===== config.mk =====
export PLATFORM = sky130hd
export DESIGN_NAME = gregorian_date_add_days_unit
export DESIGN_NICKNAME = d
export VERILOG_FILES = /design/src/rtl/gdad_pkg.sv /design/src/rtl/gregorian_date_add_days_unit.sv /design/src/rtl/gdad_ctrl.sv /design/src/rtl/gdad_dp.sv
export SDC_FILE = /design/constraint.sdc
export NUM_CORES = 1
export LEC_CHECK = 0
export BUFFER_PORTS_ARGS = -buffer_cell sky130_fd_sc_hd__buf_2
export CAP_MARGIN = 20
export CORE_UTILIZATION = 27
export CTS_CLUSTER_SIZE = 30
export DETAILED_ROUTE_END_ITERATION = 10
export GPL_ROUTABILITY_DRIVEN = 0
export GPL_TIMING_DRIVEN = 0
export SLEW_MARGIN = 15
export SYNTH_ARGS = -nofsm -noshare
export SYNTH_HDL_FRONTEND = slang
export SYNTH_SLANG_ARGS = --single-unit

===== constraint.sdc =====
create_clock -name clk -period 15.1 [get_ports clk]
set_input_delay 3.02 -clock clk [delete_from_list [all_inputs] [get_ports clk]]
set_output_delay 3.02 -clock clk [all_outputs]
set_load 0.03 [all_outputs]

===== src/rtl/gdad_pkg.sv =====
package gdad_pkg;

  typedef enum logic [2:0] {
    ST_IDLE,
    ST_MOD,
    ST_ORD,
    ST_BIG,
    ST_YEAR,
    ST_MONTH,
    ST_OUT
  } gdad_state_t;

  typedef struct packed {
    logic load;
    logic mod_step;
    logic ord_step;
    logic big_step;
    logic year_step;
    logic month_step;
    logic out_load;
  } gdad_cmd_t;

  typedef struct packed {
    logic mod_last;
    logic ord_ovf;
    logic big_gt;
    logic year_gt;
    logic month_done;
  } gdad_sts_t;

  localparam logic [17:0] DAYS_PER_400Y = 18'd146097;
  localparam logic [8:0]  DAYS_PER_YEAR = 9'd365;
  localparam logic [8:0]  YEAR_CYCLE    = 9'd400;
  localparam logic [8:0]  CYCLE_LAST    = 9'd399;
  localparam logic [2:0]  MOD_STEPS_TOP = 3'd1;
  // ceil(2^17 / 25): exact quotient by 25 for any 12-bit dividend
  localparam logic [12:0] RECIP_25      = 13'd5243;
  localparam logic [3:0]  MONTH_FEB     = 4'd1;
  localparam logic [3:0]  MONTH_MAR     = 4'd2;
  localparam logic [3:0]  MONTH_NOV     = 4'd10;
  localparam logic [3:0]  MONTH_DEC     = 4'd11;

  // Leap rule on the year taken modulo 400.
  function automatic logic is_leap(input logic [8:0] r);
    is_leap = (r[1:0] == 2'b00) && (r != 9'd100) && (r != 9'd200) && (r != 9'd300);
  endfunction

  // Index 0 is January.
  function automatic logic [8:0] days_before(input logic [3:0] m);
    unique case (m)
      4'd0:    days_before = 9'd0;
      4'd1:    days_before = 9'd31;
      4'd2:    days_before = 9'd59;
      4'd3:    days_before = 9'd90;
      4'd4:    days_before = 9'd120;
      4'd5:    days_before = 9'd151;
      4'd6:    days_before = 9'd181;
      4'd7:    days_before = 9'd212;
      4'd8:    days_before = 9'd243;
      4'd9:    days_before = 9'd273;
      4'd10:   days_before = 9'd304;
      4'd11:   days_before = 9'd334;
      default: days_before = 9'd0;
    endcase
  endfunction

  function automatic logic [8:0] month_len(input logic [3:0] m);
    unique case (m)
      4'd1:                       month_len = 9'd28;
      4'd3, 4'd5, 4'd8, 4'd10:    month_len = 9'd30;
      default:                    month_len = 9'd31;
    endcase
  endfunction

endpackage


===== src/rtl/gregorian_date_add_days_unit.sv =====
// From input transfer to out_valid the unit reduces the start year modulo 400, adds the start
// date's ordinal day, skips whole 400-year cycles (one per cycle), then single years, when the
// sum runs past the start year, steps through the months and loads the result. A stalled
// output delays the load.
// Throughput: one item at a time; the next input is taken the cycle after the result is loaded.
// Reset: synchronous active-low rst_n returns the controller to idle and clears out_valid.
module gregorian_date_add_days_unit
  import gdad_pkg::*;
#(
  parameter int DAY_COUNT_BITS = 24
) (
  input  logic                      clk,
  input  logic                      rst_n,
  input  logic                      in_valid,
  output logic                      in_stall,
  input  logic [DAY_COUNT_BITS-1:0] in_days_to_add,
  input  logic [4:0]                in_start_day,
  input  logic [3:0]                in_start_month,
  input  logic [15:0]               in_start_year,
  output logic                      out_valid,
  input  logic                      out_stall,
  output logic [4:0]                out_end_day,
  output logic [3:0]                out_end_month,
  output logic [16:0]               out_end_year
);

  gdad_cmd_t cmd;
  gdad_sts_t sts;

  gdad_ctrl u_ctrl (
    .clk       (clk),
    .rst_n     (rst_n),
    .in_valid  (in_valid),
    .in_stall  (in_stall),
    .out_valid (out_valid),
    .out_stall (out_stall),
    .sts       (sts),
    .cmd       (cmd)
  );

  gdad_dp #(
    .DAY_COUNT_BITS(DAY_COUNT_BITS)
  ) u_dp (
    .clk            (clk),
    .in_days_to_add (in_days_to_add),
    .in_start_day   (in_start_day),
    .in_start_month (in_start_month),
    .in_start_year  (in_start_year),
    .cmd            (cmd),
    .sts            (sts),
    .out_end_day    (out_end_day),
    .out_end_month  (out_end_month),
    .out_end_year   (out_end_year)
  );

endmodule


===== src/rtl/gdad_ctrl.sv =====
module gdad_ctrl
  import gdad_pkg::*;
(
  input  logic      clk,
  input  logic      rst_n,
  input  logic      in_valid,
  output logic      in_stall,
  output logic      out_valid,
  input  logic      out_stall,
  input  gdad_sts_t sts,
  output gdad_cmd_t cmd
);

  gdad_state_t state_r, state_nxt;
  logic        out_valid_r, out_valid_nxt;

  always_ff @(posedge clk) begin
    if (!rst_n) begin
      state_r     <= ST_IDLE;
      out_valid_r <= 1'b0;
    end else begin
      state_r     <= state_nxt;
      out_valid_r <= out_valid_nxt;
    end
  end

  assign in_stall  = (state_r != ST_IDLE);
  assign out_valid = out_valid_r;

  always_comb begin
    state_nxt     = state_r;
    cmd           = '0;
    out_valid_nxt = out_valid_r;
    if (out_valid_r && !out_stall) begin
      out_valid_nxt = 1'b0;
    end
    unique case (state_r)
      ST_IDLE: begin
        if (in_valid) begin
          cmd.load  = 1'b1;
          state_nxt = ST_MOD;
        end
      end
      ST_MOD: begin
        cmd.mod_step = 1'b1;
        if (sts.mod_last) begin
          state_nxt = ST_ORD;
        end
      end
      ST_ORD: begin
        cmd.ord_step = 1'b1;
        state_nxt    = sts.ord_ovf ? ST_BIG : ST_MONTH;
      end
      ST_BIG: begin
        // skip whole 400-year cycles first
        if (sts.big_gt) begin
          cmd.big_step = 1'b1;
        end else begin
          state_nxt = ST_YEAR;
        end
      end
      ST_YEAR: begin
        if (sts.year_gt) begin
          cmd.year_step = 1'b1;
        end else begin
          state_nxt = ST_MONTH;
        end
      end
      ST_MONTH: begin
        cmd.month_step = 1'b1;
        if (sts.month_done) begin
          state_nxt = ST_OUT;
        end
      end
      ST_OUT: begin
        // load the output register once it is empty or being drained
        if (!out_valid_r || !out_stall) begin
          cmd.out_load  = 1'b1;
          out_valid_nxt = 1'b1;
          state_nxt     = ST_IDLE;
        end
      end
      default: state_nxt = ST_IDLE;
    endcase
  end

endmodule


===== src/rtl/gdad_dp.sv =====
module gdad_dp
  import gdad_pkg::*;
#(
  parameter int DAY_COUNT_BITS = 24
) (
  input  logic                      clk,
  input  logic [DAY_COUNT_BITS-1:0] in_days_to_add,
  input  logic [4:0]                in_start_day,
  input  logic [3:0]                in_start_month,
  input  logic [15:0]               in_start_year,
  input  gdad_cmd_t                 cmd,
  output gdad_sts_t                 sts,
  output logic [4:0]                out_end_day,
  output logic [3:0]                out_end_month,
  output logic [16:0]               out_end_year
);

  localparam int AW = DAY_COUNT_BITS + 1;
  localparam int CW = (AW > 18) ? AW : 18;

  logic [AW-1:0] acc_r;
  logic [16:0]   yr_r;
  logic [15:0]   rem_r;
  logic [7:0]    quo_r;
  logic [2:0]    step_r;
  logic [4:0]    day_r;
  logic [3:0]    mon_r;
  logic [3:0]    mi_r;
  logic [4:0]    end_day_r;
  logic [3:0]    end_month_r;
  logic [16:0]   end_year_r;

  logic [24:0]   quo_prod;
  logic [15:0]   quo_x400;
  logic [8:0]    ymod;
  logic          leap;
  logic [8:0]    ord;
  logic [8:0]    diy;
  logic [AW-1:0] ord_sum;
  logic [8:0]    mlen;
  logic [8:0]    ymod_inc;

  assign ymod     = rem_r[8:0];
  assign leap     = is_leap(ymod);
  assign diy      = DAYS_PER_YEAR + {8'd0, leap};
  assign ymod_inc = (ymod == CYCLE_LAST) ? 9'd0 : ymod + 9'd1;
  // year / 400 = (year / 16) / 25
  assign quo_prod = {13'd0, rem_r[15:4]} * {12'd0, RECIP_25};
  assign quo_x400 = {8'd0, quo_r} * {7'd0, YEAR_CYCLE};
  assign ord      = days_before(mon_r) + {4'd0, day_r}
                    + {8'd0, (leap && (mon_r >= MONTH_MAR))};
  assign ord_sum  = acc_r + AW'(ord);
  assign mlen     = month_len(mi_r) + {8'd0, (leap && (mi_r == MONTH_FEB))};

  assign sts.mod_last   = (step_r == 3'd0);
  assign sts.ord_ovf    = (ord_sum > AW'(diy));
  assign sts.big_gt     = (CW'(acc_r) > CW'(DAYS_PER_400Y));
  assign sts.year_gt    = (acc_r > AW'(diy));
  assign sts.month_done = (acc_r <= AW'(mlen)) || (mi_r == MONTH_NOV);

  always_ff @(posedge clk) begin
    if (cmd.load) begin
      acc_r  <= AW'(in_days_to_add);
      yr_r   <= {1'b0, in_start_year};
      rem_r  <= in_start_year;
      step_r <= MOD_STEPS_TOP;
      day_r  <= (in_start_day == 5'd0) ? 5'd1 : in_start_day;
      if (in_start_month == 4'd0) begin
        mon_r <= 4'd0;
      end else if (in_start_month > 4'd12) begin
        mon_r <= MONTH_DEC;
      end else begin
        mon_r <= in_start_month - 4'd1;
      end
    end
    if (cmd.mod_step) begin
      // reduce the start year modulo 400: quotient first, then subtract
      if (step_r == MOD_STEPS_TOP) begin
        quo_r <= quo_prod[24:17];
      end else begin
        rem_r <= rem_r - quo_x400;
      end
      step_r <= step_r - 3'd1;
    end
    if (cmd.ord_step) begin
      mi_r <= 4'd0;
      if (sts.ord_ovf) begin
        acc_r <= ord_sum - AW'(diy);
        yr_r  <= yr_r + 17'd1;
        rem_r <= {7'd0, ymod_inc};
      end else begin
        acc_r <= ord_sum;
      end
    end
    if (cmd.big_step) begin
      acc_r <= AW'(CW'(acc_r) - CW'(DAYS_PER_400Y));
      yr_r  <= yr_r + 17'(YEAR_CYCLE);
    end
    if (cmd.year_step) begin
      acc_r <= acc_r - AW'(diy);
      yr_r  <= yr_r + 17'd1;
      rem_r <= {7'd0, ymod_inc};
    end
    if (cmd.month_step && (acc_r > AW'(mlen))) begin
      acc_r <= acc_r - AW'(mlen);
      mi_r  <= mi_r + 4'd1;
    end
    if (cmd.out_load) begin
      end_day_r   <= acc_r[4:0];
      end_month_r <= mi_r + 4'd1;
      end_year_r  <= yr_r;
    end
  end

  assign out_end_day   = end_day_r;
  assign out_end_month = end_month_r;
  assign out_end_year  = end_year_r;

endmodule


**After elaboration in Yosys (flattened, before gate mapping)**

Memories as Yosys holds them, arrays and structs flattened.
Index checks and enable logic that the tools add are counted.

- Bits in registers: 112
- ROM bits: 144
- Bits of input ports: 53
- Output and inout port bits: 28
- Word-level logic and storage cells: 133
- Memories kept: 1

- Add/sub/neg operators: 16
- Multiply operators: 2
- Order comparisons: 7
- Eq/ne operators: 22
- Mux-type cells: 46
- Reduce and logical (&&, ||, !) cells: 24

Memory list:

| name | words | bits a word | read ports | clocked after Yosys merged registers in | wr ports | RTL line | RTL |
|---|---|---|---|---|---|---|---|
| (name not given) | 16 | 9 | 1 | 0 | 0 | gdad_pkg.sv:50 | `unique case (m)` |

Operators by type and width:

| operator | count |
|---|---|
| two-way mux 25 bit | 6 |
| two-way mux 17 bit | 5 |
| two-way mux 16 bit | 5 |
| > comparator 25 x 9 -> 1 bit | 3 |
| subtractor 25 x 9 -> 25 bit | 3 |
| two-way mux 3 bit | 9 |
| adder 25 x 9 -> 25 bit | 1 |
| > comparator 25 x 18 -> 1 bit, second input constant | 1 |
| less-or-equal comparator 25 x 9 -> 1 bit | 1 |
| multiplier 12 x 13 -> 25 bit, second input constant | 1 |
| subtractor 25 x 18 -> 25 bit, second input constant | 1 |
| one-hot mux 3 bit (7 select lines) | 1 |
| two-way mux 9 bit | 2 |
| adder 17 x 1 -> 17 bit, second input constant | 1 |
| adder 17 x 9 -> 17 bit, second input constant | 1 |
| subtractor 16 bit | 1 |
| two-way mux 1 bit | 14 |
| multiplier 8 x 5 -> 12 bit, second input constant | 1 |
| two-way mux 4 bit | 3 |
| inequality test 2 bit, second input constant | 5 |
| adder 9 x 1 -> 9 bit | 1 |
| adder 9 x 1 -> 9 bit, first input constant | 1 |
| adder 9 x 1 -> 9 bit, second input constant | 1 |
| adder 9 x 5 -> 9 bit | 1 |
| 33 further kinds | 48 |

**Longest topological paths before layout**

Gate-level depths: netlist of run 1.

- Word-level depth: 13
- Gate-level depth with buffers: 32
- Mapped depth without buffers: 29

**Cells and area by module**

Synthesis of run 1 repeated with hierarchy kept, for this count alone.

- Cells, all modules: 1580
- Area, all modules: 13386.6 um^2

Modules (own cells, without submodules):

| module | instances | cells each | area an instance (um^2) | sequential area each (um^2) |
|---|---|---|---|---|
| gdad_dp | 1 | 1542 | 13068.8 | 2952.8 |
| gdad_ctrl | 1 | 38 | 317.8 | 80.1 |

**Worst setup path after synthesis of run 1**

OpenSTA, ideal clock, no wires.

- Path kind: register -> register
- Start: register u_dp.rem_r[8]
- End: register u_dp.acc_r[3] (data pin)
- Setup time: 0.261 ns
- Arrival time: 6.165 ns
- Data required time: 14.839 ns
- Path slack: 8.674 ns
- Stages on the path, launching flop included: 30
- Buffers on the path: 1
- Period minus slack after synthesis: 6.426 ns
- Cell sequence: dfxtp_1 -> inv_1 -> nor2_1 -> o21ai_0 -> nor3_1 -> a41oi_1 -> o21ai_0 -> a21oi_1 -> fa_1 -> fa_1 -> a21oi_1 -> nor2_1 -> nor2_1 -> inv_1 -> a21oi_1 -> nor2_1 -> xnor2_1 -> ha_1 -> o21a_1 -> o221ai_1 -> and2b_1 -> a211oi_1 -> xnor2_2 -> nand4_2 -> or4b_1 -> buf_6 -> o21ai_2 -> xnor2_1 -> o21ai_1 -> a311o_1

- Word-level cells in the longest chain between the ends: 13
- Elaborated cells on any way between the ends: 26
- Those cells by class: 7 x add/sub; 3 x order compare; 3 x eq/ne; 7 x mux; 6 x reduce/logical

Ends and longest elaborated chain:

| item | RTL line | RTL |
|---|---|---|
| start, declared | gdad_dp.sv:23 | `logic [15:0] rem_r;` |
| start signal, assigned | gdad_dp.sv:65 | `rem_r <= in_start_year;` |
| start signal, assigned | gdad_dp.sv:81 | `rem_r <= rem_r - quo_x400;` |
| start signal, assigned | gdad_dp.sv:90 | `rem_r <= {7'd0, ymod_inc};` |
| inequality test 9 x 7 -> 1 bit | gdad_pkg.sv:45 | `is_leap = (r[1:0] == 2'b00) && (r != 9'd100) && (r != 9'd200) && (r != 9'd300);` |
| logical AND 1 bit (2 in a row) | gdad_pkg.sv:45 |  |
| logical AND 1 bit (*) | gdad_pkg.sv:45 |  |
| logical AND 1 bit | gdad_dp.sv:51 | `+ {8'd0, (leap && (mon_r >= MONTH_MAR))};` |
| adder 9 x 1 -> 9 bit | gdad_dp.sv:51 |  |
| adder 25 x 9 -> 25 bit | gdad_dp.sv:52 | `assign ord_sum = acc_r + AW'(ord);` |
| subtractor 25 x 9 -> 25 bit / > comparator 25 x 9 -> 1 bit (equally long branches) | gdad_dp.sv:88, gdad_dp.sv:56 |  |
| two-way mux 25 bit | gdad_dp.sv:87 | `if (sts.ord_ovf) begin` |
| two-way mux 25 bit | gdad_dp.sv:85 | `if (cmd.ord_step) begin` |
| two-way mux 25 bit | gdad_dp.sv:95 | `if (cmd.big_step) begin` |
| two-way mux 25 bit | gdad_dp.sv:99 | `if (cmd.year_step) begin` |
| two-way mux 25 bit (*) | gdad_dp.sv:104 | `if (cmd.month_step && (acc_r > AW'(mlen))) begin` |
| end signal, assigned | gdad_dp.sv:96 | `acc_r <= AW'(CW'(acc_r) - CW'(DAYS_PER_400Y));` |
| end signal, assigned | gdad_dp.sv:100 | `acc_r <= acc_r - AW'(diy);` |
| end signal, assigned | gdad_dp.sv:105 | `acc_r <= acc_r - AW'(mlen);` |
| end, declared | gdad_dp.sv:21 | `logic [AW-1:0] acc_r;` |

Mark *: on every way between the ends. The rest lies on a longest branch, timed or not.
A chain may end at the register's enable or synchronous reset.

**Worst setup path in the final report of run 1**

- Start: register u_dp.rem_r[8]
- End: register u_dp.yr_r[1] (data pin)

- Word-level cells in the longest chain between the ends: 12
- Elaborated cells on any way between the ends: 18
- Those cells by class: 3 x add/sub; 2 x order compare; 3 x eq/ne; 6 x mux; 4 x reduce/logical

Ends and longest elaborated chain:

| item | RTL line | RTL |
|---|---|---|
| inequality test 9 x 7 -> 1 bit | gdad_pkg.sv:45 |  |
| logical AND 1 bit (2 in a row) | gdad_pkg.sv:45 |  |
| logical AND 1 bit (*) | gdad_pkg.sv:45 |  |
| logical AND 1 bit | gdad_dp.sv:51 |  |
| adder 9 x 1 -> 9 bit | gdad_dp.sv:51 |  |
| adder 25 x 9 -> 25 bit | gdad_dp.sv:52 |  |
| > comparator 25 x 9 -> 1 bit | gdad_dp.sv:56 | `assign sts.ord_ovf = (ord_sum > AW'(diy));` |
| two-way mux 17 bit | gdad_dp.sv:87 |  |
| two-way mux 17 bit | gdad_dp.sv:85 |  |
| two-way mux 17 bit | gdad_dp.sv:95 |  |
| two-way mux 17 bit (*) | gdad_dp.sv:99 |  |
| end signal, assigned | gdad_dp.sv:89 | `yr_r <= yr_r + 17'd1;` |
| end signal, assigned | gdad_dp.sv:97 | `yr_r <= yr_r + 17'(YEAR_CYCLE);` |
| end signal, assigned | gdad_dp.sv:101 | `yr_r <= yr_r + 17'd1;` |
| end, declared | gdad_dp.sv:22 | `logic [16:0] yr_r;` |

Marked as above.

==> results of run 1 <==
per-stage QoR:
stage / util [%] / hold slack [ps] / instance area (um^2) / std cells
after floorplan: - / 406 / 13100 / 1533
after global placement: 29.8 / 413 / 14200 / 2228
after detailed placement: 29.9 / 419 / 14300 / 2230
after CTS: 30.6 / 443 / 14600 / 2246
after global routing: 30.6 / 474 / 14600 / 2247
final: 30.6 / 442 / 14600 / 2247
worst register-to-register path, delay by kind of cell, from the launching register on:
family	cells	cell delay (ps)
compound gates	13	2440
simple gates	8	1850
fa+ha+maj	3	1180
buf+inv	5	1150
flops	1	600
xor+xnor	1	150
layout make-up:
type                            instances  area share (%)
Multi-Input combinational cell       1201            62.9
Sequential cell                       112            20.8
Tap cell                              615            5.27
Inverter                              140            3.60
Timing Repair Buffer                   83            3.06
Buffer                                 80            2.36
Clock buffer                            9            1.54
Clock inverter                          7           0.548
final timing paths:
| kind | startpoint | to | slack (ps) | cells past startpoint |
|---|---|---|---|---|
| max | u_dp.rem_r[8]$_DFF_P_ | u_dp.yr_r[1]$_DFFE_PP_ | 7480 | 30 |
| min | u_dp.yr_r[7]$_DFF_P_ | u_dp.out_end_year[7]$_DFFE_PP_ | 440 | 0 |
| max reg2reg | u_dp.rem_r[8]$_DFF_P_ | u_dp.yr_r[1]$_DFFE_PP_ | 7480 | 30 |
| min reg2reg | u_dp.yr_r[7]$_DFF_P_ | u_dp.out_end_year[7]$_DFFE_PP_ | 440 | 0 |
per-layer routing:
metal / wire length (um) / vias up / global-route usage, % / part of all wire (%)
met5: 0 / - / 0 / 0
met4: 1990 / 0 / 8.09 / 4.8
met3: 2890 / 109 / 2.97 / 6.9
met2: 19600 / 507 / 28.0 / 47
met1: 17100 / 5736 / 20.8 / 41
li1: - / 5722 / - / -
kinds of logic after synthesis:
kind of cell    share of synthesized area, %
xor+xnor                                7.15
flops                                   23.2
fa+ha+maj                               23.9
mux                                    0.881
simple gates                            16.8
compound gates                          21.4
buf+inv                                 6.65
cell usage in the layout (no fill, tap or decap), drive strengths merged, types with 13 or more instances in the layout:
master	instances
inv	143
fa	56
a211oi	20
nand2b	13
o22ai	18
nor2	133
a31oi	16
xor2	37
nand2	123
nor2b	16
o21ai	93
nand3	45
edfxtp	79
a21o	19
o211ai	15
nand4	19
and2	14
clkbuf	69
buf	103
nor3	30
dfxtp	33
and3	15
xnor2	68
a21oi	97
ha	160
state kept, by name (all words and copies together) (netlist names):
| name | cells |
|---|---|
| u_dp.mon_r | 4 |
| u_dp.day_r | 5 |
| u_dp.yr_r | 17 |
| u_ctrl.state_r | 3 |
| u_dp.acc_r | 25 |
| u_dp.out_end_day | 5 |
| u_dp.quo_r | 8 |
| u_dp.step_r | 3 |
| u_dp.mi_r | 4 |
| u_ctrl.out_valid | 1 |
| u_dp.out_end_month | 4 |
| u_dp.rem_r | 16 |
| u_dp.out_end_year | 17 |
==> impl_metrics.json, run 1 <==
{
  "path_class": "flop to flop",
  "coreArea_um2": 47700,
  "cts_tree": "yes",
  "grt_start_max_net_pins": 26,
  "async_flop_share_pct": 0,
  "boundaryPins": 81,
  "seqCellArea_um2": 3030,
  "ys_seq_area_share_pct": 23.2,
  "yosysMostFrequentCell": "ha_1",
  "cts.repair.resized": 0,
  "crit_path_max_fanout": 10,
  "setup_viol": 0,
  "synth_cell_type_count": 91,
  "synth_common_cells": "160 x ha_1, 139 x inv_1, 130 x nor2_1",
  "cts_buffers": 9,
  "fin_nets": 1896,
  "clk_pin_slew_ps": 90,
  "fin_crit_sh_pct": 50.5,
  "area_growth_pct": 11.7,
  "htree_levels": 3,
  "num_rows": 80,
  "drc_errors": 0,
  "holdBufCountCts": 0,
  "worstPathArrival_ps": 7740,
  "yosysTopAreaCell": "edfxtp_1",
  "viasPerCell": 5.37,
  "synthDominantCellAreaShare_pct": 18.2,
  "dp_slack_ps": 7540,
  "finalHoldViolations": 0,
  "clock-root-buffer": "clkbuf_16",
  "drv_cap": 0,
  "die_y_um": 222,
  "drt_iter0_drc": 1191,
  "overflow": 0,
  "ys_ff_latch": 112,
  "multi_input_area_um2": 9180,
  "synth_edf_count": 79,
  "io_buffers": 80,
  "drv_slew": 0,
  "diodes": 0,
  "end_kind": "flop",
  "avgSynthCellArea_um2": 8.52,
  "hold_class": "flop to flop",
  "dp_hpwl_um": 33600,
  "synth_cells": 1533,
  "cp.required_ps": 15220,
  "synthesis.nets": 1802,
  "status": "finished, final reports clean",
  "worst_slew_pin_slew_ps": 1120,
  "dr.pass1.iters": 6,
  "grt_pass1_wl_um": 64300,
  "die-area_um2": 49300,
  "rsz0062_at_grt": "false",
  "grt_pass1_vias": 11600,
  "grt_antenna_before_repair": 1,
  "max_stage_delay_ps": 720,
  "clock-sinks": 112,
  "finClkSkew_ps": 18.1,
  "min_period_ps": 7620,
  "n_fill_cell": 5037,
  "crit_family": "compound AO/OA/AOI/OAI gates",
  "fin_setup_tns_ps": 0,
  "drive_gt1_share_pct": 9.62,
  "cts_setup_buffers": 0,
  "cp_slowest_cell": "nor4_1",
  "slew-limit-headroom_pct": 25.1,
  "critPathBufInv": 5,
  "startpoint_type": "flop",
  "dr_total_vias": 12100,
  "wl_per_cell_um": 18.5,
  "ys_warn_count": 0,
  "clk_path_buf_depth": 2,
  "clk_latency_ps": 380,
  "synthTopCellsByArea": "edfxtp_1 18%, ha_1 15%, fa_1 8.6%",
  "netlist_area_um2": 13100,
  "start_util_pct": 27.4,
  "wl_um": 41600,
  "grt_use_total_pct": 16.7,
  "max_freq_ghz": 0.131,
  "yosys_most_used_dff": "edfxtp_1",
  "layout_setup_ws_ps": 7480,
  "die_x_um": 222,
  "antenna_left": 0
}
Power of run 1 is left out: the tool's default activity adds up to more than one toggle a clock period on the data nets, which glitch-free logic cannot reach.
==> run 2, diff against run 1 <==
==> constraint.sdc (replaced) <==
create_clock -name clk -period 7.56 [get_ports clk]
set_input_delay 1.512 -clock clk [delete_from_list [all_inputs] [get_ports clk]]
set_output_delay 1.512 -clock clk [all_outputs]
set_load 0.03 [all_outputs]
==> run 2 against run 1 <==
  * Clock-buffer cell count unchanged
  * Worst setup slack lost 6900 ps
  * Fmax increased by 8.8%
  * Non-clock buffer count unchanged
  * Critical path type unchanged
  * Critical endpoint is now u_dp.acc_r[21]$_DFFE_PP_
==> impl_metrics.json, run 2 (synthesized netlist as in run 1, its figures left out) <==
{
  "r2r-end": "u_dp.acc_r[21]$_DFFE_PP_",
  "antenna_left": 0,
  "hold_class": "flop to flop",
  "die-area_um2": 49300,
  "status": "finished, final reports clean",
  "clk_pin_slew_ps": 90,
  "start_util_pct": 27.4,
  "startpoint_type": "flop",
  "area_growth_pct": 12.3,
  "cp_slowest_cell": "or4b_1",
  "grt_antenna_before_repair": 1,
  "io_buffers": 80,
  "rsz0062_at_grt": "false",
  "diodes": 0,
  "critPathBufInv": 5,
  "crit_family": "simple AND/OR/NAND/NOR gates",
  "fin_crit_sh_pct": 92.7,
  "top_register": "u_dp.acc_r",
  "ff2ff_path_depth": 32,
  "worstPathArrival_ps": 7100,
  "dp_hpwl_um": 33600,
  "rr_startpoint": "u_dp.rem_r[4]$_DFF_P_",
  "max_stage_delay_ps": 580,
  "drive_gt1_share_pct": 10.0,
  "path_class": "flop to flop",
  "worstHoldEndpoint": "u_dp.out_end_year[7]$_DFFE_PP_",
  "hold_start": "u_dp.yr_r[7]$_DFF_P_",
  "min_period_ps": 7010,
  "grt_pass1_vias": 11600,
  "drv_slew": 0,
  "wl_per_cell_um": 18.6,
  "r2r_slack_ps": 550,
  "max_freq_ghz": 0.143,
  "slew-limit-headroom_pct": 24.3,
  "finClkSkew_ps": 20.8,
  "cp.required_ps": 7660,
  "overflow": 0,
  "coreArea_um2": 47700,
  "drt_iter0_drc": 1143,
  "fin_nets": 1896,
  "setup_viol": 0,
  "clk_path_buf_depth": 2,
  "finalHoldViolations": 0,
  "viasPerCell": 5.38,
  "holdPathStages": 0,
  "clock-root-buffer": "clkbuf_16",
  "clk_latency_ps": 380,
  "holdBufCountCts": 0,
  "cts_buffers": 9,
  "cts_setup_buffers": 0,
  "path_common_cell": "nor2_1",
  "grt_use_total_pct": 16.7,
  "final_cells": 2247,
  "dr_total_vias": 12100,
  "final_cell_mix": "160 x ha_1, 139 x inv_1, 130 x nor2_1, 121 x nand2_1, 95 x a21oi_1",
  "grt_pass1_wl_um": 64300,
  "num_rows": 80,
  "dr.pass1.iters": 6,
  "end_kind": "flop",
  "drc_errors": 0,
  "wl_um": 41800,
  "die_y_um": 222,
  "final_common_cell": "ha_1",
  "worst_slew_pin_slew_ps": 1130,
  "clock-sinks": 112,
  "die_x_um": 222,
  "largest_reg_flops": 25,
  "crit_path_max_fanout": 8,
  "grt_start_max_net_pins": 26,
  "final_core_util_pct": 30.7,
  "drv_cap": 0,
  "dp.cells": 2230,
  "cts_tree": "yes",
  "htree_levels": 3,
  "boundaryPins": 81
}
## run 2: worst max-delay path by stage
stage / startpoint / end / slack, ps / cells after the start
floorplan: u_dp.rem_r[8]$_DFF_P_ / u_dp.acc_r[3]$_DFFE_PP_ / 1130 / 29
global placement: u_dp.rem_r[8]$_DFF_P_ / u_dp.yr_r[1]$_DFFE_PP_ / -820 / 29
detailed placement: u_dp.rem_r[8]$_DFF_P_ / u_dp.yr_r[1]$_DFFE_PP_ / 0.03 / 32
CTS: u_dp.rem_r[8]$_DFF_P_ / u_dp.yr_r[1]$_DFFE_PP_ / 20 / 30
global route: u_dp.rem_r[4]$_DFF_P_ / u_dp.yr_r[1]$_DFFE_PP_ / 10 / 32
finish: u_dp.rem_r[4]$_DFF_P_ / u_dp.acc_r[21]$_DFFE_PP_ / 550 / 32
## run 2: what timing repair did
item | 4_1_cts | 5_1_grt
pin swaps | 0 | 1
endpoints found under the setup margin | 1 | 59
cloned | 0 | 0
gates resized for setup | 1 | 10
## run 2: metal layers
| layer | global-route usage (%) | routed length, um | share of wire, % | vias to the layer above |
|---|---|---|---|---|
| met4 | 8.09 | 1990 | 4.8 | 0 |
| li1 | - | - | - | 5725 |
| met5 | 0 | 0 | 0 | - |
| met3 | 2.97 | 2940 | 7.0 | 119 |
| met2 | 28.0 | 19600 | 47 | 529 |
| met1 | 20.8 | 17200 | 41 | 5720 |
## run 2: per-stage QoR
| stage | setup TNS [ps] | area (um^2) | hold slack (ps) | worst slack (ps) |
|---|---|---|---|---|
| 4_1_cts | 0 | 14600 | 443 | 20.3 |
| 3_5_place_dp | 0 | 14300 | 419 | 0.0311 |
| 5_1_grt | 0 | 14700 | 474 | 10.7 |
| 3_3_place_gp | -34030 | 14200 | 413 | -817 |
| 2_1_floorplan | 0 | 13100 | 406 | 1130 |
| 6_report | 0 | 14700 | 441 | 552 |
## run 2: area by class of cell
class                      count  area, um^2
inverter                     140         526
buffer                        80         344
multi-input combinational   1201        9240
clock inverter                 7        80.1
clock buffer                   9         225
tap                          615         769
timing repair buffer          83         447
fill                        5026       33100
sequential                   112        3040
Power of run 2 is left out for the same reason.
